## src/hw/rtl/dsd_pkg.sv

```systemverilog
// Shared types for the duplicate-removing descending sorter.
// Holds the controller state, read-address selection and the command/status
// structs. Depends on nothing.
`timescale 1ns / 1ps

package dsd_pkg;

    localparam int unsigned WORD_W = 32;

    typedef enum logic [2:0] {
        ST_IDLE,
        ST_SCAN,
        ST_SHIFT,
        ST_INSERT,
        ST_EMIT_RD,
        ST_EMIT_LD
    } t_state;

    typedef enum logic [2:0] {
        RD_ZERO,
        RD_IDX_NEXT,
        RD_COUNT_M1,
        RD_K_M2,
        RD_EMIT
    } t_rd_sel;

    typedef struct packed {
        logic    ld_item;
        logic    scan_step;
        logic    pos_from_idx;
        logic    pos_from_count;
        logic    set_dropped;
        logic    shift_start;
        logic    shift_step;
        logic    insert;
        logic    emit_start;
        logic    emit_load;
        logic    clear_list;
        t_rd_sel rd_sel;
    } t_cmd;

    typedef struct packed {
        logic count_zero;
        logic full;
        logic rd_gt;
        logic rd_eq;
        logic scan_end;
        logic shift_done;
        logic last_item;
        logic out_busy;
        logic emit_last;
    } t_status;

endpackage

```

## src/hw/rtl/dsd_ram.sv

```systemverilog
// Generic single-write, single-read RAM with a registered read port.
// Depends on nothing.
`timescale 1ns / 1ps

module dsd_ram #(
    parameter int unsigned WIDTH = 32,
    parameter int unsigned DEPTH = 64
) (
    input  logic                     i_clk,
    input  logic                     i_we,
    input  logic [$clog2(DEPTH)-1:0] i_waddr,
    input  logic [WIDTH-1:0]         i_wdata,
    input  logic [$clog2(DEPTH)-1:0] i_raddr,
    output logic [WIDTH-1:0]         o_rdata
);

    logic [WIDTH-1:0] r_mem [DEPTH];
    logic [WIDTH-1:0] r_rdata;

    always_ff @(posedge i_clk) begin
        if (i_we) begin
            r_mem[i_waddr] <= i_wdata;
        end
        r_rdata <= r_mem[i_raddr];
    end

    assign o_rdata = r_rdata;

endmodule

```

## src/hw/rtl/dsd_datapath.sv

```systemverilog
// Datapath of the sorter: the sorted store, item, pointers, counters and
// the output register. Depends on dsd_pkg and dsd_ram.
`timescale 1ns / 1ps

module dsd_datapath import dsd_pkg::*; #(
    parameter int unsigned CAPACITY = 64
) (
    input  logic                     i_clk,
    input  logic                     i_rst_n,
    input  t_cmd                     i_cmd,
    output t_status                  o_status,
    input  logic signed [WORD_W-1:0] i_value,
    input  logic                     i_last,
    output logic                     o_valid,
    input  logic                     i_ready,
    output logic signed [WORD_W-1:0] o_value_res,
    output logic                     o_last_res,
    output logic                     o_overflow
);

    localparam int unsigned AW = $clog2(CAPACITY);
    localparam int unsigned CW = $clog2(CAPACITY + 1);

    logic signed [WORD_W-1:0] r_value;
    logic                     r_last;
    logic [AW-1:0]            r_idx;
    logic [AW-1:0]            r_pos;
    logic [AW-1:0]            r_k;
    logic [AW-1:0]            r_e;
    logic [CW-1:0]            r_count;
    logic                     r_dropped;

    logic signed [WORD_W-1:0] r_out_value;
    logic                     r_out_last;
    logic                     r_out_ovf;
    logic                     r_out_valid;

    logic                     we;
    logic [AW-1:0]            waddr;
    logic [WORD_W-1:0]        wdata;
    logic [AW-1:0]            raddr;
    logic [WORD_W-1:0]        rdata_raw;
    logic signed [WORD_W-1:0] rdata;

    dsd_ram #(
        .WIDTH (WORD_W),
        .DEPTH (CAPACITY)
    ) u_store (
        .i_clk   (i_clk),
        .i_we    (we),
        .i_waddr (waddr),
        .i_wdata (wdata),
        .i_raddr (raddr),
        .o_rdata (rdata_raw)
    );

    assign rdata = $signed(rdata_raw);

    // Store writes: a shift moves the entry just read one place down; an
    // insert places the held value at its position.
    assign we    = i_cmd.shift_step | i_cmd.insert;
    assign waddr = i_cmd.insert ? r_pos : r_k;
    assign wdata = i_cmd.insert ? r_value : rdata;

    always_comb begin
        case (i_cmd.rd_sel)
            RD_ZERO:     raddr = '0;
            RD_IDX_NEXT: raddr = r_idx + AW'(1);
            RD_COUNT_M1: raddr = AW'(r_count - CW'(1));
            RD_K_M2:     raddr = r_k - AW'(2);
            RD_EMIT:     raddr = r_e;
            default:     raddr = '0;
        endcase
    end

    always_ff @(posedge i_clk) begin
        if (i_cmd.ld_item) begin
            r_value <= i_value;
            r_last  <= i_last;
            r_idx   <= '0;
            r_pos   <= '0;
        end
        if (i_cmd.scan_step) begin
            r_idx <= r_idx + AW'(1);
        end
        if (i_cmd.pos_from_idx) begin
            r_pos <= r_idx;
        end
        if (i_cmd.pos_from_count) begin
            r_pos <= r_count[AW-1:0];
        end
        if (i_cmd.shift_start) begin
            r_k <= r_count[AW-1:0];
        end
        if (i_cmd.shift_step) begin
            r_k <= r_k - AW'(1);
        end
        if (i_cmd.emit_start) begin
            r_e <= '0;
        end
        if (i_cmd.emit_load) begin
            r_e         <= r_e + AW'(1);
            r_out_value <= rdata;
            r_out_last  <= o_status.emit_last;
            r_out_ovf   <= r_dropped;
        end
    end

    always_ff @(posedge i_clk) begin
        if (!i_rst_n) begin
            r_count     <= '0;
            r_dropped   <= 1'b0;
            r_out_valid <= 1'b0;
        end else begin
            if (i_cmd.clear_list) begin
                r_count   <= '0;
                r_dropped <= 1'b0;
            end else begin
                if (i_cmd.insert) begin
                    r_count <= r_count + CW'(1);
                end
                if (i_cmd.set_dropped) begin
                    r_dropped <= 1'b1;
                end
            end
            if (i_cmd.emit_load) begin
                r_out_valid <= 1'b1;
            end else if (i_ready) begin
                r_out_valid <= 1'b0;
            end
        end
    end

    always_comb begin
        o_status.count_zero = (r_count == '0);
        o_status.full       = (r_count >= CW'(CAPACITY));
        o_status.rd_gt      = (rdata > r_value);
        o_status.rd_eq      = (rdata == r_value);
        o_status.scan_end   = ((CW'(r_idx) + CW'(1)) == r_count);
        o_status.shift_done = ((CW'(r_pos) + CW'(1)) == CW'(r_k));
        o_status.last_item  = r_last;
        o_status.out_busy   = r_out_valid & ~i_ready;
        o_status.emit_last  = ((CW'(r_e) + CW'(1)) == r_count);
    end

    assign o_valid     = r_out_valid;
    assign o_value_res = r_out_value;
    assign o_last_res  = r_out_last;
    assign o_overflow  = r_out_ovf;

endmodule

```

## src/hw/rtl/dsd_ctrl.sv

```systemverilog
// Controller of the sorter: sequences scan, shift, insert and emission.
// Depends on dsd_pkg.
`timescale 1ns / 1ps

module dsd_ctrl import dsd_pkg::*; (
    input  logic    i_clk,
    input  logic    i_rst_n,
    input  logic    i_valid,
    output logic    o_ready,
    input  t_status i_status,
    output t_cmd    o_cmd
);

    t_state r_state;
    t_state n_state;

    always_ff @(posedge i_clk) begin
        if (!i_rst_n) begin
            r_state <= ST_IDLE;
        end else begin
            r_state <= n_state;
        end
    end

    always_comb begin
        n_state = r_state;
        o_cmd   = '0;
        o_ready = 1'b0;
        case (r_state)
            ST_IDLE: begin
                o_ready      = 1'b1;
                o_cmd.rd_sel = RD_ZERO;
                if (i_valid) begin
                    o_cmd.ld_item = 1'b1;
                    n_state = i_status.count_zero ? ST_INSERT : ST_SCAN;
                end
            end
            ST_SCAN: begin
                o_cmd.rd_sel = RD_IDX_NEXT;
                if (i_status.rd_eq) begin
                    // Value already held: nothing to store.
                    if (i_status.last_item) begin
                        o_cmd.emit_start = 1'b1;
                        n_state = ST_EMIT_RD;
                    end else begin
                        n_state = ST_IDLE;
                    end
                end else if (i_status.rd_gt && !i_status.scan_end) begin
                    o_cmd.scan_step = 1'b1;
                end else if (i_status.full) begin
                    o_cmd.set_dropped = 1'b1;
                    if (i_status.last_item) begin
                        o_cmd.emit_start = 1'b1;
                        n_state = ST_EMIT_RD;
                    end else begin
                        n_state = ST_IDLE;
                    end
                end else if (i_status.rd_gt) begin
                    o_cmd.pos_from_count = 1'b1;
                    n_state = ST_INSERT;
                end else begin
                    o_cmd.pos_from_idx = 1'b1;
                    o_cmd.shift_start  = 1'b1;
                    o_cmd.rd_sel       = RD_COUNT_M1;
                    n_state = ST_SHIFT;
                end
            end
            ST_SHIFT: begin
                o_cmd.rd_sel     = RD_K_M2;
                o_cmd.shift_step = 1'b1;
                if (i_status.shift_done) begin
                    n_state = ST_INSERT;
                end
            end
            ST_INSERT: begin
                o_cmd.insert = 1'b1;
                if (i_status.last_item) begin
                    o_cmd.emit_start = 1'b1;
                    n_state = ST_EMIT_RD;
                end else begin
                    n_state = ST_IDLE;
                end
            end
            ST_EMIT_RD: begin
                o_cmd.rd_sel = RD_EMIT;
                if (!i_status.out_busy) begin
                    n_state = ST_EMIT_LD;
                end
            end
            ST_EMIT_LD: begin
                o_cmd.emit_load = 1'b1;
                if (i_status.emit_last) begin
                    o_cmd.clear_list = 1'b1;
                    n_state = ST_IDLE;
                end else begin
                    n_state = ST_EMIT_RD;
                end
            end
            default: begin
                n_state = ST_IDLE;
            end
        endcase
    end

endmodule

```

## src/hw/rtl/dedup_sort_descending.sv

```systemverilog
// Top level of the duplicate-removing descending sorter.
// Joins the controller (dsd_ctrl) and the datapath (dsd_datapath); uses dsd_pkg.
// Depends on dsd_pkg, dsd_ctrl, dsd_datapath and dsd_ram.
//
//   Channel  | Handshake          | Payload
//   ---------+--------------------+-------------------------------------------
//   input    | i_valid / o_ready  | i_value (signed 32), i_last
//   output   | o_valid / i_ready  | o_value_res (signed 32), o_last_res,
//            |                    | o_overflow
//
// Steps: an item is first transferred, then the stored entries are examined
// in turn while searching for its place (at most the fill count), the entries
// below it are moved down one at a time to open a gap, and it is written. The
// store has a single read and a single write port. After the final item each
// result is read from the store and then loaded into the output register.
// Reset is synchronous and active low; it empties the list at once, so no
// clearing pass is needed. A stalled output holds the emission; the final
// result may wait in the output register while the next list is already
// being taken in.
`timescale 1ns / 1ps

module dedup_sort_descending import dsd_pkg::*; #(
    parameter int unsigned CAPACITY = 64
) (
    input  logic                     i_clk,
    input  logic                     i_rst_n,
    input  logic                     i_valid,
    output logic                     o_ready,
    input  logic signed [WORD_W-1:0] i_value,
    input  logic                     i_last,
    output logic                     o_valid,
    input  logic                     i_ready,
    output logic signed [WORD_W-1:0] o_value_res,
    output logic                     o_last_res,
    output logic                     o_overflow
);

    // Commands from the controller to the datapath, status back.
    t_cmd    cmd;
    t_status status;

    // The controller owns the sequencing: search the descending store for
    // the first entry not larger than the new value, drop it on a match or
    // when the store is full, otherwise shift the smaller entries down and
    // write it in. On the final item it walks the store from the top.
    dsd_ctrl u_ctrl (
        .i_clk    (i_clk),
        .i_rst_n  (i_rst_n),
        .i_valid  (i_valid),
        .o_ready  (o_ready),
        .i_status (status),
        .o_cmd    (cmd)
    );

    // The datapath holds the store memory, the item under work, the search
    // and shift pointers, the fill count, the overflow flag and the output
    // register that decouples the result channel.
    dsd_datapath #(
        .CAPACITY (CAPACITY)
    ) u_datapath (
        .i_clk       (i_clk),
        .i_rst_n     (i_rst_n),
        .i_cmd       (cmd),
        .o_status    (status),
        .i_value     (i_value),
        .i_last      (i_last),
        .o_valid     (o_valid),
        .i_ready     (i_ready),
        .o_value_res (o_value_res),
        .o_last_res  (o_last_res),
        .o_overflow  (o_overflow)
    );

endmodule
```

## config.mk

```make
export PLATFORM = sky130hd
export DESIGN_NAME = dedup_sort_descending
export DESIGN_NICKNAME = d
export VERILOG_FILES = /design/src/hw/rtl/dsd_pkg.sv /design/src/hw/rtl/dsd_ram.sv /design/src/hw/rtl/dsd_datapath.sv /design/src/hw/rtl/dsd_ctrl.sv /design/src/hw/rtl/dedup_sort_descending.sv
export SDC_FILE = /design/constraint.sdc
export NUM_CORES = 2
export LEC_CHECK = 0
export BUFFER_PORTS_ARGS = -buffer_cell sky130_fd_sc_hd__buf_4
export CAP_MARGIN = 20
export CORE_MARGIN = 10
export CORE_UTILIZATION = 40
export DETAILED_ROUTE_END_ITERATION = 10
export GPL_ROUTABILITY_DRIVEN = 0
export PLACE_DENSITY = 0.52
export SYNTH_ARGS = -nofsm -noshare
export SYNTH_HDL_FRONTEND = slang
export SYNTH_SLANG_ARGS = --single-unit
```

## constraint.sdc

```tcl
create_clock -name i_clk -period 7.1 [get_ports i_clk]
set_input_delay 1.065 -clock i_clk [delete_from_list [all_inputs] [get_ports i_clk]]
set_output_delay 1.065 -clock i_clk [all_outputs]
set_load 0.02 [all_outputs]
```

# ---- Word-level counts from Yosys, hierarchy flattened
# Memory sizes are Yosys's and may differ from the RTL's. A register that Yosys moved wholly into a read port is not among the register bits.
# Index checks and enable logic that the tools add are counted.
dict set report totals {
  in_bits 37
  reg_bits 103
  mem_count 1
  mem_bits_rw 2048
}
# memory depth word_bits read_ports rd_clocked_by_memory_dff write_ports line_no
set mem_list {}
lappend mem_list {u_datapath.u_store.r_mem 64 32 1 1 1 dsd_ram.sv:17} ;# logic [WIDTH-1:0] r_mem [DEPTH];
dict set report op_classes {
  order_cmp 2
  bitwise 4
  add_sub_neg 9
  n_reduce_logical 11
  muxes 52
  eq_ne 17
}
# op n
set ops {}
lappend ops {{6-bit 2-to-1 mux} 9}
lappend ops {{3-bit 2-to-1 mux} 11}
lappend ops {{32-bit == test} 1}
lappend ops {{32-bit > comparator} 1}
lappend ops {{32-bit 2-to-1 mux} 1}
lappend ops {{6-bit one-hot mux with 4 select lines} 1}
lappend ops {{6-bit by 1-bit adder with 7-bit output (second input constant)} 3}
lappend ops {{1-bit 2-to-1 mux} 20}
lappend ops {{3-bit one-hot mux with 6 select lines} 1}
lappend ops {{7-bit == test} 2}
lappend ops {{6-bit by 1-bit adder with 6-bit output (second input constant)} 2}
lappend ops {{3-bit by 2-bit == test with 1-bit output (second input constant)} 4}
lappend ops {{6-bit by 1-bit subtractor with 6-bit output (second input constant)} 2}
lappend ops {{5-bit 2-to-1 mux} 2}
lappend ops {{3-bit == test (second input constant)} 3}
lappend ops {{3-bit one-hot mux with 3 select lines} 1}
lappend ops {{2-bit 2-to-1 mux} 4}
lappend ops {{2-bit nonzero test} 4}
lappend ops {{7-bit by 1-bit adder with 7-bit output (second input constant)} 1}
lappend ops {{7-bit by 6-bit == test with 1-bit output} 1}
lappend ops {{7-bit greater-or-equal comparator (second input constant)} 1}
lappend ops {{7-bit zero test} 1}
lappend ops {{3-bit by 1-bit == test with 1-bit output (second input constant)} 2}
lappend ops {{2-bit != test (second input constant)} 3}
lappend ops {{13 further kinds} 14}

# ---- Longest topological paths before layout
dict set report logic_depth {
  depth_word 9
  ltp_mapped 18
  ltp_nobuf 14
}

# ---- Hierarchy
# From an unflattened synthesis, not the netlist that was laid out.
dict set report unflattened {
  hier_cells 3850
  hier_area_um2 84362.2
}
# module n_inst cells_each area_per_inst_um2
set by_module_without_submodules {}
lappend by_module_without_submodules {dsd_ram 1 3324 78515.3}
lappend by_module_without_submodules {dsd_datapath 1 476 5489.0}
lappend by_module_without_submodules {dsd_ctrl 1 50 357.8}

# ---- Least setup slack after synthesis
# OpenSTA, ideal clock, no wires.
dict set report synth_path {
  path_kind {flip-flop to flip-flop}
  startpoint {register u_ctrl.r_state[1]}
  endpoint {memory u_datapath.u_store.r_mem[0][31] (data pin)}
  required_ns 6.398
  path_slack_ns 2.330
  arrival_ns 4.068
  stages_incl_launch_ff 8
  path_cell_list {dfxtp_1 -> inv_1 -> nor2_1 -> clkbuf_1 -> nand2_1 -> clkbuf_1 -> clkbuf_1 -> o21ai_0}
}
dict set report synth_via {
  elab_chain_cells 3
}
# item line_no
set synth_lines {}
lappend synth_lines {{from (decl)} dsd_ctrl.sv:14} ;# t_state r_state;
lappend synth_lines {{from (signal assigned)} dsd_ctrl.sv:21} ;# r_state <= n_state;
lappend synth_lines {{3-bit by 2-bit == test with 1-bit output} dsd_ctrl.sv:29} ;# case (r_state)
lappend synth_lines {{1-bit 2-to-1 mux} dsd_ctrl.sv:29}
lappend synth_lines {{32-bit 2-to-1 mux} dsd_datapath.sv:63} ;# assign wdata = i_cmd.insert ? r_value : rdata;
lappend synth_lines {{named net u_datapath.u_store.i_wdata[31]} dsd_ram.sv:12} ;# input logic [WIDTH-1:0] i_wdata,
lappend synth_lines {{to (decl)} dsd_ram.sv:17}
# The timed path passes the listed nets, and every way through them passes these cells.

# ---- Worst setup path after layout
dict set report layout_path {
  startpoint {register u_datapath.u_store.r_rdata[30], in the netlist u_datapath.u_store.o_rdata[30], read port of u_datapath.u_store.r_mem}
  endpoint {register u_datapath.u_store.r_rdata[6], in the netlist u_datapath.u_store.o_rdata[6], read port of u_datapath.u_store.r_mem}
}
dict set report layout_via {
  elab_chain_cells 8
  elab_cells_between_ends 13
}
# item line_no
set layout_lines {}
lappend layout_lines {{from (decl)} dsd_ram.sv:18} ;# logic [WIDTH-1:0] r_rdata;
lappend layout_lines {{32-bit > comparator} dsd_datapath.sv:137} ;# o_status.rd_gt = (rdata > r_value);
lappend layout_lines {{2-bit 2-to-1 mux} dsd_ctrl.sv:58} ;# end else if (i_status.rd_gt) begin
lappend layout_lines {{3-bit 2-to-1 mux} dsd_ctrl.sv:50} ;# end else if (i_status.full) begin
lappend layout_lines {{3-bit 2-to-1 mux} dsd_ctrl.sv:48} ;# end else if (i_status.rd_gt && !i_status.scan_end) begin
lappend layout_lines {{3-bit 2-to-1 mux (*)} dsd_ctrl.sv:40} ;# if (i_status.rd_eq) begin
lappend layout_lines {{3-bit one-hot mux with 3 select lines (*)} dsd_ctrl.sv:29}
lappend layout_lines {{3-bit == test, or another cell as far along} dsd_datapath.sv:66} ;# case (i_cmd.rd_sel)
lappend layout_lines {{6-bit one-hot mux with 4 select lines (*)} dsd_datapath.sv:66}
# Every way passes the cells marked *; elsewhere a longest branch is shown, timed or not.
# A chain may end at the register's enable or synchronous reset.

==> results.yml <==
floorplan:
  core_um2: 217000
  boundaryPins: 73
  die_h_um: 486
  start_util_pct: 40.1
  die_area_um2: 237000
  die_w_um: 486
  rows: 171
critical_path:
  cp-start-kind: "flip-flop"
  crit_arrival_ns: 7.22
  cp-end-kind: "flip-flop"
  cp_max_fo: 90
  critPathRequiredTime_ns: 7.81
  crit_type: "flip-flop to flip-flop"
clock_network:
  clk_pin_slew_worst_paths_ns: 0.06
  ctsRootBufferMaster: "clkbuf_16"
  ctsResizeCount: 0
  cts.sinks: 2183
  tritoncts: "yes"
  clock_latency_ns: 0.87
  cts_buffer_depth: 3
  htreeDepth: 4
  post_cts_buffers: 0
  numCtsBuffers: 225
  postCtsHoldBufs: 0
yosys:
  yosysTopAreaCellShare_pct: 73.8
  postSynth.asyncResetShare_pct: 0
  synth_top_family_by_area: "simple AND/OR/NAND/NOR gates"
  synth_compound_area_share_pct: 6.32
  ys_types: 72
  synth-xor-area-share_pct: 0.443
  yosysWarnings: 0
  yosys.area_share.simple_pct: 14.4
  syn_inst: 6514
  muxShareOfSynthArea_pct: 0.969
  ys_seq_area_share_pct: 74.9
  yosysTopAreaCell: "edfxtp_1"
  ys_ff_latch: 2183
  syn_avg_cell_area_um2: 13.4
  syn_nets: 6591
  synth_fa_ha_area_share_pct: 0.575
  synth_edf_count: 2139
  synth_area_leaders: "edfxtp_1 74%, nand2_1 8.2%, nand3_1 3.2%"
  netlist_area_um2: 87000
  yosys_most_used_dff: "edfxtp_1"
drt:
  drtIter0Drc: 6908
  viasPerCell: 5.74
  routed_wirelength_um: 284000
  wl_per_cell_um: 29.2
  drc_errors: 0
  dr.pass1.iters: 6
  vias: 55700
  drtAntennaViolNets: 0
run_status:
  outcome: "finished, final reports clean"
placement:
  dp_hpwl_um: 166000
  dpl-instance-area_um2: 92500
  portBuffers: 72
  dpl_worst_slack_ns: 0.867
global_route:
  grt_overflow_total: 0
  antenna_found_initial: 20
  grt_usage_pct: 23.2
  grt_max_degree: 145
  grt_pass1_wl_um: 401000
  grt_pass1_vias: 52400
timing:
  period_needed_ns: 6.51
  clock.fmax_mhz: 154
  fin_ws_ns: 0.589
  finalSetupTns_ns: 0
  finalCritPeriodShare_pct: 91.7
  worstMarginPinSlew_ns: 1.22
  skew_ns: 0.0429
  slew_violations: 0
  slew_headroom_pct: 18.2
  hold_viol_final: 0
  setup_violations: 0
  rsz0062_at_grt: "no"
final_layout:
  area_delta_synth_final_pct: 14.9
  drive_gt1_share_pct: 11.5
  design_area_um2: 100000
  mostFrequentLayoutCell: "edfxtp_1"
  nNetsFinal: 6741
  layout_common_cells: "2139 x edfxtp_1, 1891 x nand2_1, 554 x nand3_1, 307 x buf_4, 230 x clkbuf_16"
  final_util_pct: 46.1
worst_hold_path:
  hp-class: "input port to flip-flop"
job:
  max_cap_violations: 0
[metal layers]
| metal | GRT usage [%] | vias up | wire length (um) |
|---|---|---|---|
| met5 | 0 | - | 13 |
| met4 | 7.33 | 2 | 9460 |
| met3 | 4.41 | 421 | 23500 |
| met2 | 36.6 | 2412 | 131000 |
| met1 | 32.5 | 28400 | 119000 |
| li1 | - | 24500 | - |
[flip-flops by register name (all words and copies together), names as in the netlist]
name / flops
u_ctrl.r_state: 3
u_datapath.o_last_res: 1
u_datapath.o_overflow: 1
u_datapath.o_valid: 1
u_datapath.o_value_res: 32
u_datapath.r_count: 7
u_datapath.r_dropped: 1
u_datapath.r_e: 6
u_datapath.r_idx: 6
u_datapath.r_k: 6
u_datapath.r_last: 1
u_datapath.r_pos: 6
u_datapath.r_value: 32
u_datapath.u_store.o_rdata: 32
u_datapath.u_store.r_mem: 2048
[final cells by class]
| cell class | count | area [um2] |
|---|---|---|
| diodes | 3 | 7.51 |
| repair buffers | 343 | 3040 |
| flip-flops and latches | 2183 | 65100 |
| multi-input cells | 3868 | 20800 |
| clock buffers | 290 | 6020 |
| well taps | 2854 | 3570 |
| clock inverters | 122 | 1290 |
| inverters | 43 | 161 |
| fillers | 19100 | 117000 |
[cell families after synthesis]
group / Yosys count
compound gates: 750
xor+xnor: 44
fa+ha+maj: 40
buf+inv: 463
flops: 2183
mux: 83
simple gates: 2951
[Yosys cell counts, drive strengths merged (18+ instances only)]
library cell	n
a21oi	100
a221oi	18
a311oi	178
a31oi	125
and3	211
buf	262
clkbuf	158
dfxtp	44
edfxtp	2139
ha	40
inv	43
mux2i	76
nand2	1892
nand3	555
nand4	25
nor2	204
nor3	24
o2111ai	58
o21ai	81
o21bai	27
o221ai	33
o22ai	32
o32ai	28
xnor2	19
xor2	25
[worst max-delay path: stages, from the launching register on]
cell,delay (ns)
dfxtp_1,0.66
ha_1,0.26
nand4_1,0.19
nor4_2,0.48
a31oi_1,0.32
a31oi_1,0.35
o21ai_1,0.39
o221ai_4,0.65
buf_12,0.37
buf_4,0.43
nand2_1,0.08
and3_1,0.18
a311oi_1,0.36
a311oi_1,0.16
o22ai_1,0.93
o21bai_1,0.35
[per-stage QoR]
step | hold WS [ns] | std cells
after global routing | 0.350 | 9705
after global placement | 0.445 | 9282
after floorplan | 0.408 | 6514
final | 0.383 | 9706
after detailed placement | 0.447 | 9286
after CTS | 0.324 | 9698
[final timing paths]
path / slack, ns / depth (start not counted) / end / startpoint
worst min register to register: 0.46 / 0 / u_datapath.o_value_res[22] / u_datapath.u_store.o_rdata[22]
worst max register to register: 0.59 / 15 / u_datapath.u_store.o_rdata[6] / u_datapath.u_store.o_rdata[30]
worst min-delay path: 0.38 / 1 / u_datapath.r_value[0] / i_value[0]
worst max-delay path: 0.59 / 15 / u_datapath.u_store.o_rdata[6] / u_datapath.u_store.o_rdata[30]
Power is not shown: default switching activity piles up to over one toggle a cycle in this logic, so the estimate is an artifact.
